## src/rtl/core/isadma_pkg.sv

```systemverilog
// ----------------------------------------------------------------------------
// isadma_pkg
// shared types, port constants and lookup functions for the dma setup block
// ----------------------------------------------------------------------------
package isadma_pkg;

  localparam logic [7:0] MASK_PORT_LO  = 8'h0A;
  localparam logic [7:0] MODE_PORT_LO  = 8'h0B;
  localparam logic [7:0] CLEAR_PORT_LO = 8'h0C;
  localparam logic [7:0] MASK_PORT_HI  = 8'hD4;
  localparam logic [7:0] MODE_PORT_HI  = 8'hD6;
  localparam logic [7:0] CLEAR_PORT_HI = 8'hD8;
  localparam logic [7:0] MASK_SET_BIT  = 8'h04;
  localparam logic [7:0] CLEAR_VALUE   = 8'hFF;

  localparam int QUEUE_DEPTH = 2;

  // classified request as it travels from front to back
  typedef struct packed {
    logic [2:0]  chan;
    logic [7:0]  mode;
    logic [23:0] addr;   // scaled address, page and low bytes
    logic [15:0] cnt;    // scaled count minus one, low 16 bits
  } item_t;

  // one write per step, one-hot
  typedef enum logic [9:0] {
    STEP_MASK     = 10'b0000000001,
    STEP_MODE     = 10'b0000000010,
    STEP_CLEAR_A  = 10'b0000000100,
    STEP_ADDR_LO  = 10'b0000001000,
    STEP_ADDR_HI  = 10'b0000010000,
    STEP_PAGE     = 10'b0000100000,
    STEP_CLEAR_C  = 10'b0001000000,
    STEP_COUNT_LO = 10'b0010000000,
    STEP_COUNT_HI = 10'b0100000000,
    STEP_UNMASK   = 10'b1000000000
  } step_t;

  function automatic logic [7:0] page_port(input logic [2:0] ch);
    logic [7:0] p;
    unique case (ch)
      3'd0: p = 8'h87;
      3'd1: p = 8'h83;
      3'd2: p = 8'h81;
      3'd3: p = 8'h82;
      3'd4: p = 8'h8F;
      3'd5: p = 8'h8B;
      3'd6: p = 8'h89;
      default: p = 8'h8A;
    endcase
    return p;
  endfunction

  function automatic logic [7:0] addr_port(input logic [2:0] ch);
    logic [7:0] p;
    unique case (ch)
      3'd0: p = 8'h00;
      3'd1: p = 8'h02;
      3'd2: p = 8'h04;
      3'd3: p = 8'h06;
      3'd4: p = 8'hC0;
      3'd5: p = 8'hC4;
      3'd6: p = 8'hC8;
      default: p = 8'hCC;
    endcase
    return p;
  endfunction

  function automatic logic [7:0] count_port(input logic [2:0] ch);
    logic [7:0] p;
    unique case (ch)
      3'd0: p = 8'h01;
      3'd1: p = 8'h03;
      3'd2: p = 8'h05;
      3'd3: p = 8'h07;
      3'd4: p = 8'hC2;
      3'd5: p = 8'hC6;
      3'd6: p = 8'hCA;
      default: p = 8'hCE;
    endcase
    return p;
  endfunction

endpackage

```

## src/rtl/core/isadma_front.sv

```systemverilog
// ----------------------------------------------------------------------------
// isadma_front
// checks the channel, scales address and count, and pushes into the queue
// ----------------------------------------------------------------------------
module isadma_front import isadma_pkg::*; (
  input  logic        start,
  input  logic        full,
  input  logic [7:0]  channel,
  input  logic [7:0]  mode_byte,
  input  logic [31:0] byte_address,
  input  logic [31:0] byte_count,
  output logic        busy,
  output logic        push,
  output item_t       item
);

  logic        wide;
  logic [15:0] cnt_scaled;

  assign busy = full;
  assign wide = channel[2];

  // channels above seven take a beat but produce nothing
  assign push = start && !full && (channel[7:3] == 5'd0);

  assign cnt_scaled = wide ? byte_count[16:1] : byte_count[15:0];

  assign item.chan = channel[2:0];
  assign item.mode = mode_byte;
  assign item.addr = wide ? byte_address[24:1] : byte_address[23:0];
  assign item.cnt  = cnt_scaled - 16'd1;

endmodule

```

## src/rtl/core/isadma_queue.sv

```systemverilog
// ----------------------------------------------------------------------------
// isadma_queue
// two-entry queue of classified requests between front and back
// ----------------------------------------------------------------------------
module isadma_queue import isadma_pkg::*; (
  input  logic  clk,
  input  logic  rst,
  input  logic  push,
  input  item_t wr_item,
  input  logic  pop,
  output item_t rd_item,
  output logic  empty,
  output logic  full
);

  item_t      mem [QUEUE_DEPTH];
  logic       wr_ptr;
  logic       rd_ptr;
  logic [1:0] fill;

  assign empty   = (fill == 2'd0);
  assign full    = (fill == 2'(QUEUE_DEPTH));
  assign rd_item = mem[rd_ptr];

  always_ff @(posedge clk) begin
    if (push) begin
      mem[wr_ptr] <= wr_item;
    end
  end

  always_ff @(posedge clk) begin
    if (rst) begin
      wr_ptr <= 1'b0;
      rd_ptr <= 1'b0;
      fill   <= 2'd0;
    end else begin
      if (push) begin
        wr_ptr <= ~wr_ptr;
      end
      if (pop) begin
        rd_ptr <= ~rd_ptr;
      end
      if (push && !pop) begin
        fill <= fill + 2'd1;
      end else if (pop && !push) begin
        fill <= fill - 2'd1;
      end
    end
  end

endmodule

```

## src/rtl/core/isadma_back.sv

```systemverilog
// ----------------------------------------------------------------------------
// isadma_back
// steps through the ten port writes of one request, one beat per cycle
// ----------------------------------------------------------------------------
module isadma_back import isadma_pkg::*; (
  input  logic       clk,
  input  logic       rst,
  input  item_t      rd_item,
  input  logic       empty,
  output logic       pop,
  output logic       strobe,
  output logic [7:0] port,
  output logic [7:0] value,
  output logic       last
);

  item_t      cur;
  step_t      step;
  logic       active;
  logic       wide;
  logic [7:0] idx;
  logic [7:0] port_next;
  logic [7:0] value_next;

  assign wide = cur.chan[2];
  assign idx  = {6'd0, cur.chan[1:0]};
  assign pop  = (!active || step == STEP_UNMASK) && !empty;

  always_comb begin
    port_next  = 8'h00;
    value_next = 8'h00;
    unique case (step) inside
      STEP_MASK: begin
        port_next  = wide ? MASK_PORT_HI : MASK_PORT_LO;
        value_next = MASK_SET_BIT | idx;
      end
      STEP_MODE: begin
        port_next  = wide ? MODE_PORT_HI : MODE_PORT_LO;
        value_next = cur.mode | idx;
      end
      STEP_CLEAR_A, STEP_CLEAR_C: begin
        port_next  = wide ? CLEAR_PORT_HI : CLEAR_PORT_LO;
        value_next = CLEAR_VALUE;
      end
      STEP_ADDR_LO: begin
        port_next  = addr_port(cur.chan);
        value_next = cur.addr[7:0];
      end
      STEP_ADDR_HI: begin
        port_next  = addr_port(cur.chan);
        value_next = cur.addr[15:8];
      end
      STEP_PAGE: begin
        port_next  = page_port(cur.chan);
        value_next = cur.addr[23:16];
      end
      STEP_COUNT_LO: begin
        port_next  = count_port(cur.chan);
        value_next = cur.cnt[7:0];
      end
      STEP_COUNT_HI: begin
        port_next  = count_port(cur.chan);
        value_next = cur.cnt[15:8];
      end
      STEP_UNMASK: begin
        port_next  = wide ? MASK_PORT_HI : MASK_PORT_LO;
        value_next = idx;
      end
      default: begin
        port_next  = 8'h00;
        value_next = 8'h00;
      end
    endcase
  end

  always_ff @(posedge clk) begin
    if (pop) begin
      cur <= rd_item;
    end
    if (active) begin
      port  <= port_next;
      value <= value_next;
      last  <= (step == STEP_UNMASK);
    end
  end

  always_ff @(posedge clk) begin
    if (rst) begin
      active <= 1'b0;
      step   <= STEP_MASK;
      strobe <= 1'b0;
    end else begin
      strobe <= active;
      if (!active || step == STEP_UNMASK) begin
        // next request follows the unmask beat with no gap
        active <= !empty;
        step   <= STEP_MASK;
      end else begin
        step <= step_t'({step[8:0], 1'b0});
      end
    end
  end

endmodule

```

## src/rtl/core/isa_dma_channel_program_sequencer_top.sv

```systemverilog
// ----------------------------------------------------------------------------
// isa_dma_channel_program_sequencer_top
// turns a channel setup request into the ten port writes for an 8237 pair
// ----------------------------------------------------------------------------
//  channel   direction  handshake            payload
//  request   in         start & !busy        channel, mode_byte, byte_address,
//                                            byte_count
//  write     out        strobe (one cycle)   port, value, last
//
//  each valid request gives ten writes on consecutive cycles; the first
//  write leaves the back sequencer's output registers after the request has
//  passed the queue. throughput is set by the single write port it steps.
//  a two-entry queue lets requests be taken while writes are going out; busy
//  rises when it is full. channels above seven are taken and dropped.
//  rst is synchronous and empties the queue; writes cannot be stalled.
// ----------------------------------------------------------------------------
module isa_dma_channel_program_sequencer_top import isadma_pkg::*; (
  input  logic        clk,
  input  logic        rst,
  input  logic        start,
  output logic        busy,
  input  logic [7:0]  channel,
  input  logic [7:0]  mode_byte,
  input  logic [31:0] byte_address,
  input  logic [31:0] byte_count,
  output logic        strobe,
  output logic [7:0]  port,
  output logic [7:0]  value,
  output logic        last
);

  item_t wr_item;
  item_t rd_item;
  logic  push;
  logic  pop;
  logic  empty;
  logic  full;

  isadma_front u_front (
    .start        (start),
    .full         (full),
    .channel      (channel),
    .mode_byte    (mode_byte),
    .byte_address (byte_address),
    .byte_count   (byte_count),
    .busy         (busy),
    .push         (push),
    .item         (wr_item)
  );

  isadma_queue u_queue (
    .clk     (clk),
    .rst     (rst),
    .push    (push),
    .wr_item (wr_item),
    .pop     (pop),
    .rd_item (rd_item),
    .empty   (empty),
    .full    (full)
  );

  isadma_back u_back (
    .clk     (clk),
    .rst     (rst),
    .rd_item (rd_item),
    .empty   (empty),
    .pop     (pop),
    .strobe  (strobe),
    .port    (port),
    .value   (value),
    .last    (last)
  );

endmodule

```

## config.mk

```make
export PLATFORM = sky130hd
export DESIGN_NAME = isa_dma_channel_program_sequencer_top
export DESIGN_NICKNAME = d
export VERILOG_FILES = /design/src/rtl/core/isadma_pkg.sv /design/src/rtl/core/isadma_front.sv /design/src/rtl/core/isadma_queue.sv /design/src/rtl/core/isadma_back.sv /design/src/rtl/core/isa_dma_channel_program_sequencer_top.sv
export SDC_FILE = /design/constraint.sdc
export NUM_CORES = 1
export LEC_CHECK = 0
export ABC_AREA = 1
export BUFFER_PORTS_ARGS = -buffer_cell sky130_fd_sc_hd__clkbuf_2
export CAP_MARGIN = 10
export CELL_PAD_IN_SITES_DETAIL_PLACEMENT = 1
export CELL_PAD_IN_SITES_GLOBAL_PLACEMENT = 2
export CORE_MARGIN = 10
export CORE_UTILIZATION = 41
export CTS_CLUSTER_SIZE = 14
export DETAILED_ROUTE_END_ITERATION = 16
export HOLD_SLACK_MARGIN = 0.15
export PLACE_DENSITY_LB_ADDON = 0.1
export SYNTH_ARGS = -nofsm -noshare
export SYNTH_HDL_FRONTEND = slang
export SYNTH_SLANG_ARGS = --single-unit
```

## constraint.sdc

```tcl
create_clock -name clk -period 14.33 [get_ports clk]
set_input_delay 2.1495 -clock clk [delete_from_list [all_inputs] [get_ports clk]]
set_output_delay 2.1495 -clock clk [all_outputs]
set_load 0.02 [all_outputs]
```

# ---- Word level (Yosys, flattened, before mapping)
# Memory sizes are Yosys's and may differ from the RTL's. A register that Yosys moved wholly into a read port is not among the register bits.
# Cells that the tools add are included.
dict set report totals {
  reg_bits 33
  ramBits 102
  output_inout_bits 19
  mem_count 1
}
# memory words word_bits read_ports rd_ports_with_merged_regs wr line_no
set memory_table {}
lappend memory_table {u_queue.mem 2 51 1 1 1 isadma_queue.sv:16} ;# item_t mem [QUEUE_DEPTH];
dict set report classes {
  add_sub_neg 3
  n_eq_ne 17
  n_mux 15
  bitwise 3
  reduce_logical 20
}
# cell count
set ops {}
lappend ops {{case mux 8 bit (7 select lines)} 2}
lappend ops {{case mux 8 bit (9 select lines)} 1}
lappend ops {{case mux 8 bit (6 select lines)} 1}
lappend ops {{case mux 4 bit (7 select lines)} 1}
lappend ops {{two-way mux 24 bit} 1}
lappend ops {{two-way mux 8 bit} 3}
lappend ops {{two-way mux 16 bit} 1}
lappend ops {{subtractor 16 x 1 -> 16 bit (second input constant)} 1}
lappend ops {{equality test 10 x 1 -> 1 bit (second input constant)} 1}
lappend ops {{equality test 10 bit (second input constant)} 1}
lappend ops {{equality test 10 x 2 -> 1 bit (second input constant)} 1}
lappend ops {{equality test 10 x 3 -> 1 bit (second input constant)} 1}
lappend ops {{equality test 10 x 4 -> 1 bit (second input constant)} 1}
lappend ops {{equality test 10 x 5 -> 1 bit (second input constant)} 1}
lappend ops {{equality test 10 x 6 -> 1 bit (second input constant)} 1}
lappend ops {{equality test 10 x 7 -> 1 bit (second input constant)} 1}
lappend ops {{equality test 10 x 8 -> 1 bit (second input constant)} 1}
lappend ops {{equality test 10 x 9 -> 1 bit (second input constant)} 1}
lappend ops {{OR reduction 2 bit} 5}
lappend ops {{equality test 3 bit (second input constant)} 3}
lappend ops {{bitwise OR 8 x 2 -> 8 bit} 1}
lappend ops {{equality test 3 x 2 -> 1 bit (second input constant)} 2}
lappend ops {{logical AND 1 bit} 5}
lappend ops {{zero test 1 bit} 5}
lappend ops {{12 further kinds} 16}

# ---- Logic depth before layout (Yosys ltp)
dict set report depth {
  ltp_word 8
  ltp_mapped 11
  mapped_depth_nobuf 11
}

# ---- Cells and area by module
# From an unflattened synthesis, not the netlist that was laid out.
dict set report hier_totals {
  hier_cells 733
  hier_area_um2 8698.3
}
# mod instances cells_each area_per_inst_um2 seq_area_each_um2
set by_module_without_submodules {}
lappend by_module_without_submodules {isadma_queue 1 192 4162.7 3163.0}
lappend by_module_without_submodules {isadma_back 1 301 3400.8 2252.2}
lappend by_module_without_submodules {isadma_front 1 240 1134.8 0.0}

# ---- Least setup slack after synthesis
# OpenSTA, ideal clock, no wires.
dict set report synth_timing {
  path_kind {input to register}
  startpoint {input channel[5]}
  endpoint {memory u_queue.mem[0][0] (netlist name) (enable)}
  setup_time_ps 523
  arrival_time_ps 5814
  t_required_ps 13807
  setup_slack_ps 7993
  stages 3
  n_path_buf 0
  path_cell_list {nor2_1 nand2_1 nor3_1}
}
dict set report synth_between {
  elab_chain_cells 4
}
# element line_no
set synth_lines {}
lappend synth_lines {{start: declaration} isa_dma_channel_program_sequencer_top.sv:22} ;# input logic [7:0] channel,
lappend synth_lines {{zero test 5 bit} isadma_front.sv:24} ;# assign push = start && !full && (channel[7:3] == 5'd0);
lappend synth_lines {{logical AND 1 bit} isadma_front.sv:24}
lappend synth_lines {{two-way mux 1 bit} isadma_queue.sv:26} ;# if (push) begin
lappend synth_lines {{two-way mux 1 bit (not written as such)} isadma_queue.sv:27} ;# mem[wr_ptr] <= wr_item;
lappend synth_lines {{end: declaration} isadma_queue.sv:16}
# No other way between the ends.

==> qor.txt <==
status -> finished, final reports clean
placed insts -> 1062
Crit. End Element -> flip-flop
largest family of logic cells by synthesized area -> simple AND/OR/NAND/NOR gates
Fillers -> 2165
hold bufs inserted after CTS -> 0
Worst Slack Setup Final -> 10.18 ns
largest net degree at the start of global routing -> 61
sequential-to-total area share from yosys stat -> 0.6581
root buf cell -> clkbuf_16
Critical Path RT -> 14.47 ns
ANT cells -> 0
Post-CTS Setup Repair Bufs -> 0
Worst-Margin Slew -> 0.8702 ns
Synth Area in Adders -> 0.003053
xor and xnor area share after synthesis -> 0.006410
class of the worst hold path -> reg2reg
startpoint types -> input pin
Setup Viol. Count Final -> 0
die width -> 161.4 microns
crit-path max FO -> 60
chip height -> 161.4 microns
Mapped Nets -> 820
CTS H-tree lvls -> 4
clk slew on worst S/H paths -> 0.07 ns
GR Util All Layers -> 0.1493
Die ar. -> 26050 sq um
mapped cell area -> 8198 sq um
Max Cap Violations -> 0
detailed-placement wirelength estimate -> 13.63 mm
CP Class -> in2reg
unrepaired setup endpoints after global routing -> false
Final ANT Viol Nets -> 0
Rows -> 51
vias per inst -> 4.897
worst skew pair latency -> 0.43 ns
post-synthesis cell type count -> 31
DRC -> 0
routed via count -> 5362
P&R area growth vs syn -> 14.50%
Pwr Density -> 156.0 nW/um^2
vias in the first global route -> 5841
net switching power -> 0.4207 mW
DR WL/cell -> 17.31 microns
Slew Limit Fails -> 0
post-CTS resize count -> 0
Hold Violations, Final -> 0
share of layout cells above drive strength 1 -> 0.2313
clk buf depth -> 2
WHS -> 0.4879 ns
Logic pwr share -> 0.194
slew margin rel. -> 0.4191
Synth Register Bits -> 185
GR Overflow Total -> 0
Initial Utilization -> 0.4185
final net count -> 902
first-pass detailed-route iteration total -> 4
initial antenna violation count -> 0
clock skew -> 0.01093 ns
simple-gate share of the synthesized area -> 0.2007
Power, Total -> 1.465 mW
Data arrival, critical path -> 4.29 ns
P_int -> 1.044 mW
Sw Ratio -> 0.2872
Ys Warns -> 0
Final min period -> 4.150 ns
First DRT Iteration DRCs -> 310
Non-Filler Instances -> 1095
Place WS -> 9.763 ns
Compound-Gate Fraction of Synth Area -> 0.02121
Max rail drop VDD -> 0.09455 mV
fin crit share -> 0.2896
final WL -> 18.96 mm
Ports -> 102
Cells after Synth -> 735
commonest non-fill, non-tap cell in the layout -> nand2_1
Max Freq -> 0.2409 GHz
Num CTS Buffers -> 17
Leak -> 3.786 nW
mean area per synthesized cell -> 11.15 sq um
most frequent cells in the layout -> 217 x nand2_1, 169 x edfxtp_1, 78 x clkbuf_2
Setup TNS -> 0 ns
mux cell area share after synthesis -> 0.07005
Seq pwr share -> 0.517
first-pass GRT wire length -> 30.59 mm
area of the core -> 19590 sq um
CTS tree -> done
clock network fraction of total power -> 0.289
Port-buffer cells -> 78
RD Place Congestion -> 0.8636
clk sinks -> 185
## layer usage
metal,wire (microns),up-vias,track usage
met1,8693,2607,0.1838
met4,256,0,0.05087
met5,0,-,0
met3,684,14,0.03610
li1,-,2662,-
met2,9322,79,0.2513
## per-stage QoR
| step | utilization | area (sq um) |
|---|---|---|
| 2_1_floorplan | - | 8198 |
| 3_3_place_gp | 0.4514 | 8842 |
| 3_5_place_dp | 0.4514 | 8842 |
| 4_1_cts | 0.4781 | 9366 |
| 5_1_grt | 0.4791 | 9387 |
| 6_report | 0.4791 | 9387 |
## power groups by stage
| stage | combinational, mW | sequential, mW | clock, mW |
|---|---|---|---|
| 3_5_place_dp | 0.282 | 0.772 | 0 |
| 5_1_grt | 0.320 | 0.769 | 0.454 |
| 4_1_cts | 0.283 | 0.762 | 0.435 |
| 6_report | 0.284 | 0.757 | 0.423 |
| 2_1_floorplan | 0.186 | 0.767 | 0 |
| 3_3_place_gp | 0.274 | 0.770 | 0 |
## kinds of logic (layout without fill, tap and decap cells)
group	count (synthesis)	in the layout
buf+inv	77	172
xor+xnor	6	6
compound gates	34	34
fa+ha+maj	2	2
simple gates	379	379
other cells	1	1
flops	185	185
mux	51	51
## state kept, by name (all words and copies together) (netlist names), 2 cells and up
register,flops
u_back.step,10
u_queue.mem,102
u_back.port,7
u_back.cur,51
u_queue.fill,2
u_back.value,8
## cell type report
class	count	area [sq um]	share of cell area
clock buffers	23	457.9	0.04879
clock inverters	9	66.31	0.007065
inverters	57	214.0	0.02279
multi-input cells	473	2480	0.2642
flip-flops and latches	185	5396	0.5749
well taps	265	331.6	0.03532
repair buffers	83	440.4	0.04692
## synthesized netlist by cell type
library cell  count  area share
edfxtp_1        169        0.62
xnor2_1           1      0.0011
ha_1              2      0.0031
or2_2             3      0.0023
nand2_2           2      0.0015
inv_1            50       0.023
nor3_1            2      0.0012
dfxtp_1          16       0.039
buf_2            10      0.0061
nor2_4            4      0.0055
a21oi_1           6      0.0037
nand4_1           5      0.0038
inv_2             6      0.0027
nor2_2            7      0.0053
nor2_8            1      0.0024
o21ai_1          11      0.0067
and3_1            5      0.0038
nand3b_1          4      0.0037
buf_4             5      0.0046
buf_6             1      0.0014
o21ai_0          16      0.0098
nand3_1          59       0.036
clkinv_1          1     0.00046
conb_1            1     0.00046
nand2_1         217       0.099
nor2_1           66       0.030
xor2_1            5      0.0053
o21ai_2           1      0.0011
nand2_4           4      0.0055
clkbuf_1          4      0.0018
mux2_2           51       0.070
## final timing paths
kind         slack [ns]            from                 end  cells after the start
max reg2reg       11.96  u_back.step[8]     u_back.value[4]                      8
min reg2reg        0.49  u_back.step[7]      u_back.step[8]                      2
max               10.18      channel[2]  u_queue.mem[0][10]                     11
min                0.49  u_back.step[7]      u_back.step[8]                      2
## critical path, stage by stage
cell	delay, ns
clkbuf_2	0.08
buf_4	0.48
inv_2	0.42
nand2_1	0.14
nand2_1	0.10
nor2_1	0.14
nand2_1	0.12
nor2_1	0.26
nand3_1	0.12
nand2_1	0.08
nand2_1	0.14
Note: power is estimated with default switching activity, not from simulation.
